--- src/design/rgbhsl_pkg.sv ---
`timescale 1ns / 1ps
// shared types and widths for the rgb to hsl pixel pipeline
// no dependencies

package rgbhsl_pkg;

  localparam int unsigned CH_W      = 8;
  localparam int unsigned Q_W       = 8;
  localparam int unsigned HUE_REM_W = 19;
  localparam int unsigned HUE_DIV_W = 11;
  localparam int unsigned SAT_REM_W = 16;
  localparam int unsigned SAT_DIV_W = 8;
  localparam int unsigned DIV_STEPS = Q_W;
  localparam int unsigned TDATA_W   = 24;

  // per-stage payload of the two long dividers
  typedef struct packed {
    logic [HUE_REM_W-1:0] hue_rem;
    logic [HUE_DIV_W-1:0] hue_div;
    logic [Q_W-1:0]       hue_q;
    logic [SAT_REM_W-1:0] sat_rem;
    logic [SAT_DIV_W-1:0] sat_div;
    logic [Q_W-1:0]       sat_q;
    logic [CH_W-1:0]      lit;
  } div_t;

endpackage

--- src/design/rgbhsl_front.sv ---
`timescale 1ns / 1ps
// two front stages: max/min/sector, then hue numerator and divider operands
// depends on rgbhsl_pkg

module rgbhsl_front (
  input  logic                     clk_i,
  input  logic                     rst_ni,
  input  logic                     valid_i,
  output logic                     ready_o,
  input  logic [rgbhsl_pkg::CH_W-1:0] red_i,
  input  logic [rgbhsl_pkg::CH_W-1:0] green_i,
  input  logic [rgbhsl_pkg::CH_W-1:0] blue_i,
  output logic                     valid_o,
  input  logic                     ready_i,
  output rgbhsl_pkg::div_t         data_o
);
  import rgbhsl_pkg::*;

  typedef enum logic [1:0] {
    SEC_RED,
    SEC_GREEN,
    SEC_BLUE
  } sector_e;

  // stage 1
  logic            s1_vld_q;
  logic            s1_rdy;
  sector_e         s1_sec_d, s1_sec_q;
  logic [CH_W-1:0] s1_d_d, s1_d_q;
  logic [CH_W:0]   s1_sum_d, s1_sum_q;
  logic [CH_W-1:0] s1_a_d, s1_a_q;
  logic [CH_W-1:0] s1_b_d, s1_b_q;
  logic [CH_W-1:0] mx, mn;

  // stage 2
  logic            s2_vld_q;
  logic            s2_rdy;
  div_t            s2_d, s2_q;

  logic [HUE_DIV_W-1:0] six_d;
  logic [HUE_DIV_W-1:0] base;
  logic [HUE_DIV_W:0]   num12;
  logic [HUE_DIV_W-1:0] num;
  logic [CH_W:0]        den9;

  assign s2_rdy  = !s2_vld_q || ready_i;
  assign s1_rdy  = !s1_vld_q || s2_rdy;
  assign ready_o = s1_rdy;
  assign valid_o = s2_vld_q;
  assign data_o  = s2_q;

  always_comb begin
    mn = red_i;
    if (green_i < mn) mn = green_i;
    if (blue_i < mn) mn = blue_i;
    if (red_i >= green_i && red_i >= blue_i) begin
      s1_sec_d = SEC_RED;
      mx       = red_i;
      s1_a_d   = green_i;
      s1_b_d   = blue_i;
    end else if (green_i >= blue_i) begin
      s1_sec_d = SEC_GREEN;
      mx       = green_i;
      s1_a_d   = blue_i;
      s1_b_d   = red_i;
    end else begin
      s1_sec_d = SEC_BLUE;
      mx       = blue_i;
      s1_a_d   = red_i;
      s1_b_d   = green_i;
    end
    s1_d_d   = mx - mn;
    s1_sum_d = {1'b0, mx} + {1'b0, mn};
  end

  always_comb begin
    six_d = HUE_DIV_W'({s1_d_q, 2'b00}) + HUE_DIV_W'({s1_d_q, 1'b0});
    case (s1_sec_q)
      SEC_RED:   base = (s1_a_q < s1_b_q) ? six_d : '0;
      SEC_GREEN: base = HUE_DIV_W'({s1_d_q, 1'b0});
      SEC_BLUE:  base = HUE_DIV_W'({s1_d_q, 2'b00});
      default:   base = '0;
    endcase
    num12 = {1'b0, base} + (HUE_DIV_W+1)'(s1_a_q) - (HUE_DIV_W+1)'(s1_b_q);
    num   = num12[HUE_DIV_W-1:0];
    den9  = (s1_sum_q < (CH_W+1)'(255)) ? s1_sum_q : ((CH_W+1)'(510) - s1_sum_q);

    s2_d.hue_q = '0;
    s2_d.sat_q = '0;
    s2_d.lit   = s1_sum_q[CH_W:1];
    if (s1_d_q == '0) begin
      // gray pixel: zero dividends over unit divisors
      s2_d.hue_rem = '0;
      s2_d.hue_div = HUE_DIV_W'(1);
      s2_d.sat_rem = '0;
      s2_d.sat_div = SAT_DIV_W'(1);
    end else begin
      s2_d.hue_rem = HUE_REM_W'({num, 8'h00}) - HUE_REM_W'(num);
      s2_d.hue_div = six_d;
      s2_d.sat_rem = SAT_REM_W'({s1_d_q, 8'h00}) - SAT_REM_W'(s1_d_q);
      s2_d.sat_div = den9[SAT_DIV_W-1:0];
    end
  end

  always_ff @(posedge clk_i or negedge rst_ni) begin
    if (!rst_ni) begin
      s1_vld_q <= 1'b0;
      s2_vld_q <= 1'b0;
    end else begin
      if (s1_rdy) s1_vld_q <= valid_i;
      if (s2_rdy) s2_vld_q <= s1_vld_q;
    end
  end

  always_ff @(posedge clk_i) begin
    if (s1_rdy && valid_i) begin
      s1_sec_q <= s1_sec_d;
      s1_d_q   <= s1_d_d;
      s1_sum_q <= s1_sum_d;
      s1_a_q   <= s1_a_d;
      s1_b_q   <= s1_b_d;
    end
    if (s2_rdy && s1_vld_q) s2_q <= s2_d;
  end

`ifndef SYNTHESIS
  // quotient of the hue division must fit in eight bits
  assert property (@(posedge clk_i) disable iff (!rst_ni)
    s2_vld_q |-> (HUE_REM_W+Q_W)'(s2_q.hue_rem) < {s2_q.hue_div, 8'h00})
    else $error("hue dividend exceeds quotient range");
`endif

endmodule

--- src/design/rgbhsl_divstep.sv ---
`timescale 1ns / 1ps
// one restoring-division stage, one quotient bit for hue and saturation
// depends on rgbhsl_pkg

module rgbhsl_divstep #(
  parameter int unsigned BitIdx = 0
) (
  input  logic             clk_i,
  input  logic             rst_ni,
  input  logic             valid_i,
  output logic             ready_o,
  input  rgbhsl_pkg::div_t data_i,
  output logic             valid_o,
  input  logic             ready_i,
  output rgbhsl_pkg::div_t data_o
);
  import rgbhsl_pkg::*;

  logic                 vld_q;
  div_t                 data_d, data_q;
  logic [HUE_REM_W:0]   hue_sub;
  logic [SAT_REM_W:0]   sat_sub;

  assign ready_o = !vld_q || ready_i;
  assign valid_o = vld_q;
  assign data_o  = data_q;

  always_comb begin
    data_d  = data_i;
    hue_sub = {1'b0, data_i.hue_rem} - ((HUE_REM_W+1)'(data_i.hue_div) << BitIdx);
    sat_sub = {1'b0, data_i.sat_rem} - ((SAT_REM_W+1)'(data_i.sat_div) << BitIdx);
    if (!hue_sub[HUE_REM_W]) begin
      data_d.hue_rem       = hue_sub[HUE_REM_W-1:0];
      data_d.hue_q[BitIdx] = 1'b1;
    end
    if (!sat_sub[SAT_REM_W]) begin
      data_d.sat_rem       = sat_sub[SAT_REM_W-1:0];
      data_d.sat_q[BitIdx] = 1'b1;
    end
  end

  always_ff @(posedge clk_i or negedge rst_ni) begin
    if (!rst_ni) begin
      vld_q <= 1'b0;
    end else if (ready_o) begin
      vld_q <= valid_i;
    end
  end

  always_ff @(posedge clk_i) begin
    if (ready_o && valid_i) data_q <= data_d;
  end

`ifndef SYNTHESIS
  // remainders stay below the divisor at this bit weight
  assert property (@(posedge clk_i) disable iff (!rst_ni)
    vld_q |-> (HUE_REM_W+1)'(data_q.hue_rem) < ((HUE_REM_W+1)'(data_q.hue_div) << BitIdx))
    else $error("hue remainder out of range");
  assert property (@(posedge clk_i) disable iff (!rst_ni)
    vld_q |-> (SAT_REM_W+1)'(data_q.sat_rem) < ((SAT_REM_W+1)'(data_q.sat_div) << BitIdx))
    else $error("saturation remainder out of range");
`endif

endmodule

--- src/design/rgb_to_hsl_pixel.sv ---
`timescale 1ns / 1ps
// top level of the rgb to hsl pixel converter
// depends on rgbhsl_pkg, rgbhsl_front, rgbhsl_divstep

// Converts one 8-bit RGB pixel per transaction into 8-bit hue, saturation and
// lightness with exact integer floor arithmetic. The pipeline takes one pixel
// every clock unless the output stalls. Two front stages find max, min and
// the hue sector, then hue numerator and divider operands; eight restoring
// divider stages produce one quotient bit each for hue and saturation in
// parallel. Every stage has its own valid bit and holds under backpressure,
// so empty slots fill while the output waits; no configuration, no other state.

module rgb_to_hsl_pixel (
  input  logic                             clk_i,
  input  logic                             rst_ni,
  input  logic                             s_axis_tvalid,
  output logic                             s_axis_tready,
  input  logic [rgbhsl_pkg::TDATA_W-1:0]   s_axis_tdata,  // red, green, blue
  output logic                             m_axis_tvalid,
  input  logic                             m_axis_tready,
  output logic [rgbhsl_pkg::TDATA_W-1:0]   m_axis_tdata   // hue, saturation, lightness
);
  import rgbhsl_pkg::*;

  logic stg_vld [DIV_STEPS+1];
  logic stg_rdy [DIV_STEPS+1];
  div_t stg_data [DIV_STEPS+1];

  rgbhsl_front u_front (
    .clk_i   (clk_i),
    .rst_ni  (rst_ni),
    .valid_i (s_axis_tvalid),
    .ready_o (s_axis_tready),
    .red_i   (s_axis_tdata[CH_W-1:0]),
    .green_i (s_axis_tdata[2*CH_W-1:CH_W]),
    .blue_i  (s_axis_tdata[3*CH_W-1:2*CH_W]),
    .valid_o (stg_vld[0]),
    .ready_i (stg_rdy[0]),
    .data_o  (stg_data[0])
  );

  for (genvar k = 0; k < DIV_STEPS; k++) begin : g_div
    rgbhsl_divstep #(
      .BitIdx (DIV_STEPS - 1 - k)
    ) u_step (
      .clk_i   (clk_i),
      .rst_ni  (rst_ni),
      .valid_i (stg_vld[k]),
      .ready_o (stg_rdy[k]),
      .data_i  (stg_data[k]),
      .valid_o (stg_vld[k+1]),
      .ready_i (stg_rdy[k+1]),
      .data_o  (stg_data[k+1])
    );
  end

  assign stg_rdy[DIV_STEPS] = m_axis_tready;
  assign m_axis_tvalid      = stg_vld[DIV_STEPS];
  assign m_axis_tdata       = {stg_data[DIV_STEPS].lit,
                               stg_data[DIV_STEPS].sat_q,
                               stg_data[DIV_STEPS].hue_q};

`ifndef SYNTHESIS
  // an empty output slot means every stage can advance
  assert property (@(posedge clk_i) disable iff (!rst_ni)
    !m_axis_tvalid |-> s_axis_tready)
    else $error("input stalled with empty output");
  // zero saturation only for gray pixels, which have zero hue
  assert property (@(posedge clk_i) disable iff (!rst_ni)
    (m_axis_tvalid && m_axis_tdata[2*CH_W-1:CH_W] == '0) |-> m_axis_tdata[CH_W-1:0] == '0)
    else $error("nonzero hue on gray pixel");
`endif

endmodule

--- config.mk ---
export PLATFORM = sky130hd
export DESIGN_NAME = rgb_to_hsl_pixel
export DESIGN_NICKNAME = d
export VERILOG_FILES = /design/src/design/rgbhsl_pkg.sv /design/src/design/rgbhsl_front.sv /design/src/design/rgbhsl_divstep.sv /design/src/design/rgb_to_hsl_pixel.sv
export SDC_FILE = /design/constraint.sdc
export NUM_CORES = 1
export LEC_CHECK = 0
export BUFFER_PORTS_ARGS = -buffer_cell sky130_fd_sc_hd__buf_4
export CAP_MARGIN = 0
export CORE_AREA = 2 2 244 246
export CTS_BUF_LIST = sky130_fd_sc_hd__clkbuf_8
export DETAILED_ROUTE_END_ITERATION = 10
export DIE_AREA = 0 0 246 248
export HOLD_SLACK_MARGIN = 0.06
export PLACE_DENSITY = 0.81
export SYNTH_ARGS = -nofsm -noshare
export SYNTH_HDL_FRONTEND = slang
export SYNTH_SLANG_ARGS = --single-unit
--- constraint.sdc ---
create_clock -name clk_i -period 6.6 [get_ports clk_i]
set_input_delay 0.33 -clock clk_i [delete_from_list [all_inputs] [get_ports clk_i]]
set_output_delay 0.33 -clock clk_i [all_outputs]
set_load 0.05 [all_outputs]
==> results of run 1 <==
## worst max-delay path, stage by stage, from the launching register on
cell      delay (ns)
edfxtp_1        0.55
ha_1            0.31
fa_1            0.44
a211o_1         0.30
o211ai_1        0.18
nand2_1         0.12
nor3_1          0.15
a21oi_1         0.06
nor2_1          0.11
a21oi_1         0.08
fa_1            0.51
inv_1           0.05
ha_1            0.38
a21oi_1         0.18
o21ai_0         0.19
nor4b_1         0.39
nor3_2          0.13
ha_1            0.38
a21o_1          0.22
a21oi_1         0.30
o21ai_0         0.21
nor3b_1         0.27
xor2_1          0.17
nor2_1          0.06
## synth_stat cells, types with 8 or more instances
cell type    n  share of area
a21boi_0    25         0.0059
a21o_1      37         0.0088
a21oi_1    176          0.028
a31oi_1     18         0.0036
and2_1      15         0.0030
and3_1       8         0.0016
buf_2       13         0.0021
clkbuf_1    24         0.0028
dfrtp_1     10         0.0079
edfxtp_1   595           0.56
fa_1        25          0.016
ha_1       235          0.093
inv_1      300          0.036
mux2_2      53          0.019
mux2i_1     37          0.012
nand2_1    133          0.016
nand2b_1    47         0.0093
nand3_1     31         0.0049
nand4_1     10         0.0020
nor2_1     224          0.027
nor2b_1     53          0.010
nor3_1      61         0.0096
nor4_1      15         0.0030
o211ai_1    11         0.0026
o21a_1      42          0.010
o21ai_0    138          0.022
o31ai_1     19         0.0045
or2_2       13         0.0026
or3_1       19         0.0038
xnor2_1     88          0.024
xor2_1      55          0.015
## what timing repair did
item,4_1_cts,5_1_grt
setup endpoints to repair,0,1
hold buffers,6,0
resized for setup,0,1
hold endpoints to repair,16,0
## final cells by class
cell class              count  area, sq um  share of cell area
flip-flops and latches    605        18100               0.519
clock inverters            71          503              0.0144
inverters                 300         1130              0.0322
well taps                 773          967              0.0277
clock buffers              97         1340              0.0382
repair buffers             75          578              0.0165
multi-input cells        1697        12300               0.352
## cells by family (layout without fill, tap and decap cells)
family | Yosys count | in the layout | share of synthesized area
xor gates and xnor gates | 143 | 143 | 0.0395
DFF | 605 | 605 | 0.572
adders and majority gates | 260 | 260 | 0.109
muxes | 90 | 90 | 0.0305
and+or+nand+nor | 663 | 663 | 0.102
buffers and inverters | 340 | 543 | 0.0412
AOI/OAI and AO/OA | 541 | 541 | 0.106
## per-stage QoR
stage | hold WS [ns] | instance area [sq um]
3_3_place_gp | 0.162 | 33000
5_1_grt | 0.123 | 34900
3_5_place_dp | 0.168 | 33000
2_1_floorplan | 0.0344 | 31700
6_report | 0.135 | 34900
4_1_cts | 0.0726 | 34900
## state kept, by name (all words and copies together), names as in the netlist
name and count:
g_div.u_step.data_o 501, g_div.u_step.valid_o 8, u_front.data_o 60, u_front.s1_a_q 8, u_front.s1_b_q 8, u_front.s1_d_q 7, u_front.s1_sec_q 2, u_front.s1_sum_q 9
u_front.s1_vld_q 1, u_front.valid_o 1
## power by group through the flow
stage / combinational [mW] / clock (mW) / sequential (mW)
final: 8.55 / 3.03 / 7.32
after global routing: 9.56 / 3.27 / 7.48
after CTS: 8.48 / 3.11 / 7.32
after detailed placement: 8.36 / 0 / 7.37
after global placement: 7.89 / 0 / 7.29
after floorplan: 6.63 / 0 / 7.19
## path summary, 6_finish.rpt
path / endpoint / slack (ns) / cells past startpoint
min in group asynchronous: g_div[6].u_step.valid_o / 0.73 / 3
min reg2reg: g_div[5].u_step.data_o[5] / 0.41 / 0
max reg2reg: u_front.data_o[76] / 0.61 / 23
min: u_front.s1_b_q[3] / 0.14 / 3
max in group asynchronous: g_div[0].u_step.valid_o / 5.53 / 3
max: u_front.data_o[76] / 0.61 / 23
## per-layer routing
layer / routed length (microns) / vias up
li1: - / 9792
met1: 22200 / 9322
met2: 29500 / 535
met3: 2420 / 125
met4: 1560 / 0
met5: 0 / -
==> metrics.csv, run 1 <==
stage,metric,value,unit
setup_path,Crit path arrival time,6.37,ns
drt,DRC violations left,0,
power_and_ir_drop,switching power,7.06,mW
layout,most frequent cells in the layout,"595 x edfxtp_1, 327 x inv_1, 235 x ha_1",
drt,WL final,55700,microns
setup_path,CP startpoint kind,flop,
synth,Avg Inst Size Synth,12.0,sq um
power_and_ir_drop,leakage,14.0,nW
place,GP Congestion,0.887,
place,placed wire-length estimate,40500,microns
grt,busiest grt layer,met2,
grt,GRT overflow,0,
sta,final hold vios,0,
floorplan,starting density of the core,0.542,
floorplan,die area,61000,sq um
layout,final cell count without fillers,3618,
synth,sequential area share after synthesis,0.572,
setup_path,Worst Setup SP,u_front.s1_sum_q[0],
synth,Syn Inst Count,2642,
sta,Worst Tran Pin Value,1.22,ns
min_path,hold wc startpoint,s_axis_tdata[3],
grt,first-pass GRT wire length,93500,microns
drt,routed len/inst,15.4,microns
power_and_ir_drop,share of power burned in registers,0.387,
clock_tree,clk sinks,605,
power_and_ir_drop,Clock power frac,0.160,
layout,"Core Util, Final",0.598,
drt,DRT iter0 DRCs,1015,
floorplan,FP Rows,89,
sta,setup ws final,0.612,ns
floorplan,Die W,246,microns
sta,Setup TNS,0,ns
sta,slew margin rel.,0.185,
synth,ys flop type,edfxtp_1,
floorplan,num ports,54,
clock_tree,CTS Buf Count,91,
drt,TritonRoute pass-1 iters,5,
setup_path,"Data required, critical path",6.98,ns
grt,met3 usage,0.0292,
clock_tree,clock-pin slew on the worst setup and hold paths,0.06,ns
drt,Routed Antenna Nets,0,
clock_tree,Clock Tree Buf Depth,3,
place,# placed instances,3444,
power_and_ir_drop,Logic pwr share,0.452,
synth,number of synthesized register bits,605,
drt,routed vias,19774,
synth,Yosys warning count,0,
power_and_ir_drop,Pwr Density,541,nW/um^2
grt,met2 Use GR,0.355,
min_path,Min-Delay Path Class,in -> reg,
clock_tree,# Post-CTS Setup Buffers,0,
status,status,finished clean,
sta,Final Cycle Share,0.907,
layout,share of cells above drive strength 1,0.103,
sta,fmax,0.167,GHz
setup_path,Worst Path Max Fanout,10,
sta,crit path time final,5.99,ns
clock_tree,CTS tree,done,
synth,ys async rst share,0.0165,
layout,Filler Cells Inserted,4356,
setup_path,worst r2r src,u_front.s1_sum_q[0],
place,DP Worst Slack,0.602,ns
power_and_ir_drop,peak supply drop,314,uV
flow_run,Max Cap Viol,0,
power_and_ir_drop,Pwr Total,18.9,mW
grt,antenna violations before repair,0,
grt,total track usage,0.186,
synth,Post-synth EDFFs,595,
grt,largest net degree at the start of global routing,76,
floorplan,Die Height,248,microns
clock_tree,Root Buffer,clkbuf_8,
synth,Netlist Area Pre-Place,31700,sq um
setup_path,crit end category,flop,
layout,Area growth syn-to-layout,10.3,%
sta,endpoints failing setup,0,
power_and_ir_drop,P_int,11.8,mW
power_and_ir_drop,switching part of the total power,0.374,
sta,Final Skew,0.0325,ns
drt,via/cell ratio,5.47,
place,I/O Buffers,53,
synth,Mapped Nets,2930,
layout,# diodes,0,
layout,Nets,3058,
synth,Synth cell types,83,
setup_path,WS Path Type,reg -> reg,
floorplan,core box area,58500,sq um
grt,global routing met1 resource utilization,0.206,
clock_tree,H-tree depth,3,
clock_tree,Worst-Skew Late Latency,0.66,ns
sta,"Slew Viols, Final",0,
grt,vias in the first global route,20104,
layout,"most common cell after layout, fill and taps aside",edfxtp_1,
Note: power is estimated with default switching activity, not from simulation.
==> inputs of run 2 (changes only) <==
--- a/config.mk
+++ b/config.mk
@@ -13,6 +13,7 @@
 export DIE_AREA = 0 0 246 248
 export HOLD_SLACK_MARGIN = 0.06
 export PLACE_DENSITY = 0.81
+export RECOVER_POWER = 50
 export SYNTH_ARGS = -nofsm -noshare
 export SYNTH_HDL_FRONTEND = slang
 export SYNTH_SLANG_ARGS = --single-unit
==> run 2 against run 1 <==
The flow now finishes with violations (capacitance limit, slew limit). Utilization is 0.20 points lower. Count of clock-buffer cells in the layout stayed put. Cell count stayed put. Maximum frequency hardly changed. Register-to-register slack hardly changed. Sequential share of layout area is 0.17 points higher. Clock skew hardly changed. Combinational power hardly changed. First-iteration DRC count is 8.4% higher. Critical path depth stayed put. Clock power hardly changed.
==> metrics.csv, run 2 (synthesis results as in run 1) <==
stage,metric,value,unit,change
sta,slew margin rel.,-1.56,,-1.75
sta,Final Skew,0.0328,ns,+0.000365 ns
power_and_ir_drop,Pwr Total,18.9,mW,+0.12%
clock_tree,Worst-Skew Late Latency,0.66,ns,about the same
setup_path,Crit path arrival time,6.37,ns,about the same
floorplan,Die W,246,microns,unchanged
layout,Area growth syn-to-layout,9.91,%,
setup_path,WS Path Type,reg -> reg,,
drt,DRT iter0 DRCs,1100,,+8.4%
grt,first-pass GRT wire length,93500,microns,unchanged
layout,Filler Cells Inserted,4396,,+0.92%
drt,TritonRoute pass-1 iters,6,,+1
drt,DRC violations left,0,,unchanged
sta,"Slew Viols, Final",289,,+289
sta,fmax,0.167,GHz,about the same
status,status,"complete, but fails checks",,
sta,endpoints failing setup,0,,unchanged
clock_tree,Clock Tree Buf Depth,3,,unchanged
clock_tree,Root Buffer,clkbuf_8,,
setup_path,"Data required, critical path",6.98,ns,about the same
power_and_ir_drop,peak supply drop,314,uV,+0.16%
floorplan,core box area,58500,sq um,unchanged
sta,Worst Tran Pin Value,3.84,ns,+2.63 ns
place,I/O Buffers,53,,unchanged
layout,Nets,3058,,unchanged
grt,largest net degree at the start of global routing,76,,unchanged
floorplan,die area,61000,sq um,unchanged
drt,routed len/inst,15.4,microns,about the same
layout,Post-Layout Inst Area,34800,sq um,-0.33%
grt,GRT overflow,0,,unchanged
power_and_ir_drop,leakage,13.9,nW,-0.76%
sta,Final Cycle Share,0.907,,about the same
floorplan,Die Height,248,microns,unchanged
clock_tree,clk sinks,605,,unchanged
grt,vias in the first global route,20104,,unchanged
place,placed wire-length estimate,40500,microns,unchanged
min_path,Min-Delay Path Class,in -> reg,,
grt,total track usage,0.186,,unchanged
sta,crit path time final,5.99,ns,-0.00249 ns
drt,routed vias,19763,,-0.056%
clock_tree,H-tree depth,3,,unchanged
drt,WL final,55700,microns,about the same
status,violations in the final reports,"capacitance limit, slew limit",,
setup_path,R2R Path End,u_front.data_o[76],,
clock_tree,CTS Buf Count,91,,unchanged
clock_tree,CTS tree,done,,
setup_path,flop2flop setup slack,0.61,ns,about the same
layout,share of cells above drive strength 1,0.0921,,-0.0109
layout,"most common cell after layout, fill and taps aside",edfxtp_1,,
place,GP Congestion,0.887,,unchanged
drt,Routed Antenna Nets,0,,unchanged
min_path,hold wc startpoint,s_axis_tdata[3],,
place,placed cell area,33000,sq um,unchanged
min_path,hold path cells,3,,unchanged
setup_path,worst r2r src,u_front.s1_sum_q[0],,
layout,# diodes,0,,unchanged
setup_path,Worst Path Max Fanout,10,,unchanged
layout,most frequent cells in the layout,"595 x edfxtp_1, 327 x inv_1, 235 x ha_1",,
setup_path,CP startpoint kind,flop,,
layout,max reg flops,501,,unchanged
drt,via/cell ratio,5.46,,about the same
setup_path,crit end category,flop,,
floorplan,starting density of the core,0.542,,unchanged
power_and_ir_drop,Pwr Density,544,nW/um^2,+0.45%
floorplan,FP Rows,89,,unchanged
flow_run,Max Cap Viol,4,,+4
setup_path,worst-case reg-to-reg path depth,23,,unchanged
min_path,WHS Endpoint,u_front.s1_b_q[3],,
clock_tree,clock-pin slew on the worst setup and hold paths,0.06,ns,about the same
grt,antenna violations before repair,0,,unchanged
floorplan,num ports,54,,unchanged
sta,final hold vios,0,,unchanged
-- run 2: cell count changes in the layout (fill, tap and decap cells not counted) --
cell / before / now
clkbuf_4: 0 / 1
and2_4: 1 / 0
buf_4: 69 / 38
clkbuf_1: 0 / 30
and2_0: 0 / 1
-- run 2: worst max-delay path, stage by stage (launching register included) --
cell and delay [ns]:
edfxtp_1 0.55, ha_1 0.31, fa_1 0.44, a211o_1 0.30
o211ai_1 0.17, nand2_1 0.12, nor3_1 0.15, a21oi_1 0.06
nor2_1 0.11, a21oi_1 0.08, fa_1 0.51, inv_1 0.05
ha_1 0.38, a21oi_1 0.18, o21ai_0 0.19, nor4b_1 0.40
nor3_2 0.13, ha_1 0.39, a21o_1 0.22, a21oi_1 0.30
o21ai_0 0.21, nor3b_1 0.27, xor2_1 0.17, nor2_1 0.06
-- run 2: power breakdown --
group          switching (mW)  total (mW)  internal, mW
Sequential              0.794        7.37          6.58
Clock                    1.39        3.03          1.64
Combinational            4.88        8.52          3.64
-- run 2: area by class of cell --
type | count | area, sq um | share of cell area
clock buffer | 97 | 1340 | 0.0383
clock inverter | 71 | 503 | 0.0144
inverter | 300 | 1130 | 0.0323
multi-input combinational | 1697 | 12300 | 0.353
sequential | 605 | 18100 | 0.520
tap | 773 | 967 | 0.0278
timing repair buffer | 75 | 465 | 0.0134
-- run 2: metal layers --
metal / share of wire / GRT usage
met5: 0 / 0
met1: 0.40 / 0.206
met4: 0.028 / 0.0724
met2: 0.53 / 0.355
met3: 0.044 / 0.0292
-- run 2: through the flow --
stage / hold slack, ns / TNS (ns) / util / setup WS (ns) / cells
after floorplan: 0.0344 / 0 / - / 1.36 / 2642
after global placement: 0.162 / 0 / 0.565 / 0.870 / 3444
after detailed placement: 0.168 / 0 / 0.565 / 0.602 / 3444
after CTS: 0.0726 / 0 / 0.597 / 0.558 / 3618
after global routing: 0.123 / -0.0106 / 0.596 / -0.0106 / 3618
final: 0.139 / 0 / 0.596 / 0.614 / 3618
-- run 2: what timing repair did --
action	4_1_cts	5_1_grt
gates resized for setup	0	1
hold endpoints to repair	16	0
hold buffers	6	0
buffers inserted	0	0
setup endpoints to repair	0	1
-- run 2: worst max path at each step --
stage                        start                  to  slack, ns  depth (start not counted)
6_report       u_front.s1_sum_q[0]  u_front.data_o[76]       0.61                         23
5_1_grt        u_front.s1_sum_q[0]  u_front.data_o[76]      -0.01                         23
4_1_cts        u_front.s1_sum_q[0]  u_front.data_o[76]       0.56                         23
3_5_place_dp   u_front.s1_sum_q[0]  u_front.data_o[76]       0.60                         23
3_3_place_gp     u_front.s1_b_q[2]  u_front.data_o[76]       0.87                         24
2_1_floorplan  u_front.s1_sum_q[0]  u_front.data_o[76]       1.36                         23
==> inputs of run 3 (changes only) <==
--- a/config.mk
+++ b/config.mk
@@ -7,12 +7,12 @@
 export LEC_CHECK = 0
 export BUFFER_PORTS_ARGS = -buffer_cell sky130_fd_sc_hd__buf_4
 export CAP_MARGIN = 0
-export CORE_AREA = 2 2 244 246
+export CORE_AREA = 2 2 255 257
 export CTS_BUF_LIST = sky130_fd_sc_hd__clkbuf_8
 export DETAILED_ROUTE_END_ITERATION = 10
-export DIE_AREA = 0 0 246 248
+export DIE_AREA = 0 0 257 259
 export HOLD_SLACK_MARGIN = 0.06
-export PLACE_DENSITY = 0.81
+export PLACE_DENSITY = 0.76
 export RECOVER_POWER = 50
 export SYNTH_ARGS = -nofsm -noshare
 export SYNTH_HDL_FRONTEND = slang
==> run 3 against run 2 <==
The run still ends with capacitance limit, slew limit left. Sequential cell count unchanged. Cell count increased by 2.3%. Via count decreased by 1.5%. Maximum frequency increased by 0.73%. Die area increased by 9.1%. Wire length decreased by 3.7%. Global-route usage decreased by 2.4 points. Critical endpoint unchanged.
==> metrics.csv, run 3 (synthesis results as in run 1) <==
stage,metric,value,unit,change
status,status,"complete, but fails checks",,
status,violations in the final reports,"capacitance limit, slew limit",,
sta,setup ws final,0.657,ns,+0.0431 ns
clock_tree,clk sinks,605,,unchanged
power_and_ir_drop,share of power burned in registers,0.395,,+0.006
power_and_ir_drop,switching power,6.97,mW,-1.4%
setup_path,crit end category,flop,,
sta,Setup TNS,0,ns,unchanged
grt,GRT overflow,0,,unchanged
drt,Routed Antenna Nets,0,,unchanged
place,I/O Buffers,53,,unchanged
drt,TritonRoute pass-1 iters,5,,-1
clock_tree,Root Buffer,clkbuf_8,,
grt,first-pass GRT wire length,90600,microns,-3.0%
layout,Nets,3066,,+0.26%
grt,largest net degree at the start of global routing,76,,unchanged
sta,Final Cycle Share,0.900,,-0.00653
power_and_ir_drop,peak supply drop,211,uV,-33%
flow_run,Max Cap Viol,4,,unchanged
place,placed cell area,33100,sq um,+0.31%
layout,Post-Layout Inst Area,34800,sq um,about the same
drt,WL final,53700,microns,-3.7%
power_and_ir_drop,P_int,11.6,mW,-2.0%
place,DP Worst Slack,0.633,ns,+0.0318 ns
layout,"Core Util, Final",0.545,,-0.0504
layout,share of cells above drive strength 1,0.0899,,-0.00217
setup_path,Worst Setup SP,u_front.s1_sum_q[0],,
place,GP Congestion,0.877,,-1.2%
min_path,Min-Delay Path Class,in -> reg,,
power_and_ir_drop,switching part of the total power,0.375,,+0.00152
sta,final hold vios,0,,unchanged
floorplan,FP Rows,93,,+4.5%
layout,final cell count without fillers,3702,,+2.3%
setup_path,"Data required, critical path",6.97,ns,about the same
sta,slew margin rel.,-1.51,,+0.0525
grt,vias in the first global route,19698,,-2.0%
clock_tree,Clock Tree Buf Depth,3,,unchanged
sta,unrepaired setup endpoints after global routing,false,,
layout,"most common cell after layout, fill and taps aside",edfxtp_1,,
sta,endpoints failing setup,0,,unchanged
setup_path,Crit path arrival time,6.31,ns,-0.06 ns
layout,# diodes,0,,unchanged
place,# placed instances,3526,,+2.4%
clock_tree,clock-pin slew on the worst setup and hold paths,0.06,ns,about the same
floorplan,starting density of the core,0.496,,-0.0460
place,placed wire-length estimate,40200,microns,-0.62%
clock_tree,# Post-CTS Setup Buffers,0,,unchanged
drt,DRC violations left,0,,unchanged
floorplan,core box area,63900,sq um,+9.3%
sta,Hold WS,0.136,ns,-0.00279 ns
sta,crit path time final,5.94,ns,-0.0431 ns
power_and_ir_drop,Logic pwr share,0.455,,+0.005
min_path,hold wc startpoint,s_axis_tdata[6],,
floorplan,Die Height,259,microns,+4.4%
clock_tree,H-tree depth,3,,unchanged
floorplan,num ports,54,,unchanged
power_and_ir_drop,Clock power frac,0.150,,-0.010
setup_path,Worst Path Max Fanout,10,,unchanged
layout,Area growth syn-to-layout,9.93,%,about the same
layout,max reg flops,501,,unchanged
drt,via/cell ratio,5.26,,-3.7%
power_and_ir_drop,leakage,13.9,nW,-0.30%
clock_tree,CTS tree,done,,
floorplan,Die W,257,microns,+4.5%
drt,DRT iter0 DRCs,955,,-13%
drt,routed vias,19469,,-1.5%
clock_tree,Worst-Skew Late Latency,0.67,ns,about the same
grt,antenna violations before repair,0,,unchanged
floorplan,die area,66600,sq um,+9.1%
power_and_ir_drop,Pwr Density,534,nW/um^2,-1.8%
setup_path,CP startpoint kind,flop,,
setup_path,WS Path Type,reg -> reg,,
drt,routed len/inst,14.5,microns,-5.9%
sta,Worst Tran Pin Value,3.76,ns,-0.0787 ns
sta,fmax,0.168,GHz,+0.73%
layout,most frequent cells in the layout,"595 x edfxtp_1, 327 x inv_1, 235 x ha_1",,
sta,"Slew Viols, Final",289,,unchanged
setup_path,worst r2r src,u_front.s1_sum_q[0],,
grt,total track usage,0.162,,-0.0235
sta,Final Skew,0.0515,ns,+0.0187 ns
power_and_ir_drop,Pwr Total,18.6,mW,-1.8%
clock_tree,CTS Buf Count,93,,+2.2%
## run 3: area by class of cell
| class | count | area, sq um |
|---|---|---|
| well taps | 855 | 1070 |
| clock buffers | 93 | 1280 |
| clock inverters | 71 | 394 |
| multi-input cells | 1697 | 12300 |
| fillers | 5110 | 29100 |
| flip-flops and latches | 605 | 18100 |
| inverters | 300 | 1130 |
| repair buffers | 81 | 526 |
## run 3: critical path, cell delays in order, from the launching register on
cell      delay [ns]
edfxtp_1        0.53
ha_1            0.29
fa_1            0.44
a211o_1         0.28
o211ai_1        0.16
nand2_1         0.12
nor3_1          0.15
a21oi_1         0.06
nor2_1          0.11
a21oi_1         0.06
fa_1            0.50
inv_1           0.04
ha_1            0.39
nand3_1         0.13
a21o_1          0.17
a21boi_0        0.30
o41ai_1         0.13
xor2_1          0.18
xnor2_1         0.24
ha_1            0.34
a21oi_1         0.28
o21ai_0         0.23
nor3b_1         0.30
xor2_1          0.18
nor2_1          0.05
## run 3: repair_timing
action	4_1_cts	5_1_grt
gates resized for setup	0	4
hold endpoints to repair	21	0
setup endpoints to repair	0	1
hold buffers	12	0
## run 3: per-layer routing
| layer | vias up | track usage | wire (microns) |
|---|---|---|---|
| met5 | - | 0 | 0 |
| met3 | 99 | 0.0257 | 2090 |
| li1 | 9788 | - | - |
| met1 | 9194 | 0.187 | 22400 |
| met2 | 388 | 0.302 | 27800 |
| met4 | 0 | 0.0614 | 1320 |
## run 3: worst paths after layout
path / endpoint / slack, ns / cells after the start
setup reg to reg: u_front.data_o[76] / 0.66 / 24
max in group asynchronous: u_front.s1_vld_q / 5.53 / 3
min in group asynchronous: g_div[3].u_step.valid_o / 0.73 / 3
setup / recovery: u_front.data_o[76] / 0.66 / 24
hold / removal: u_front.s1_b_q[6] / 0.14 / 3
hold reg to reg: g_div[6].u_step.data_o[6] / 0.41 / 0
## run 3: power by group through the flow
stage	logic, mW	clock network, mW	registers (mW)
after floorplan	6.63	0	7.19
after global placement	7.94	0	7.30
after detailed placement	8.38	0	7.37
after global routing	9.52	3.03	7.54
after CTS	8.45	2.88	7.30
final	8.47	2.78	7.35
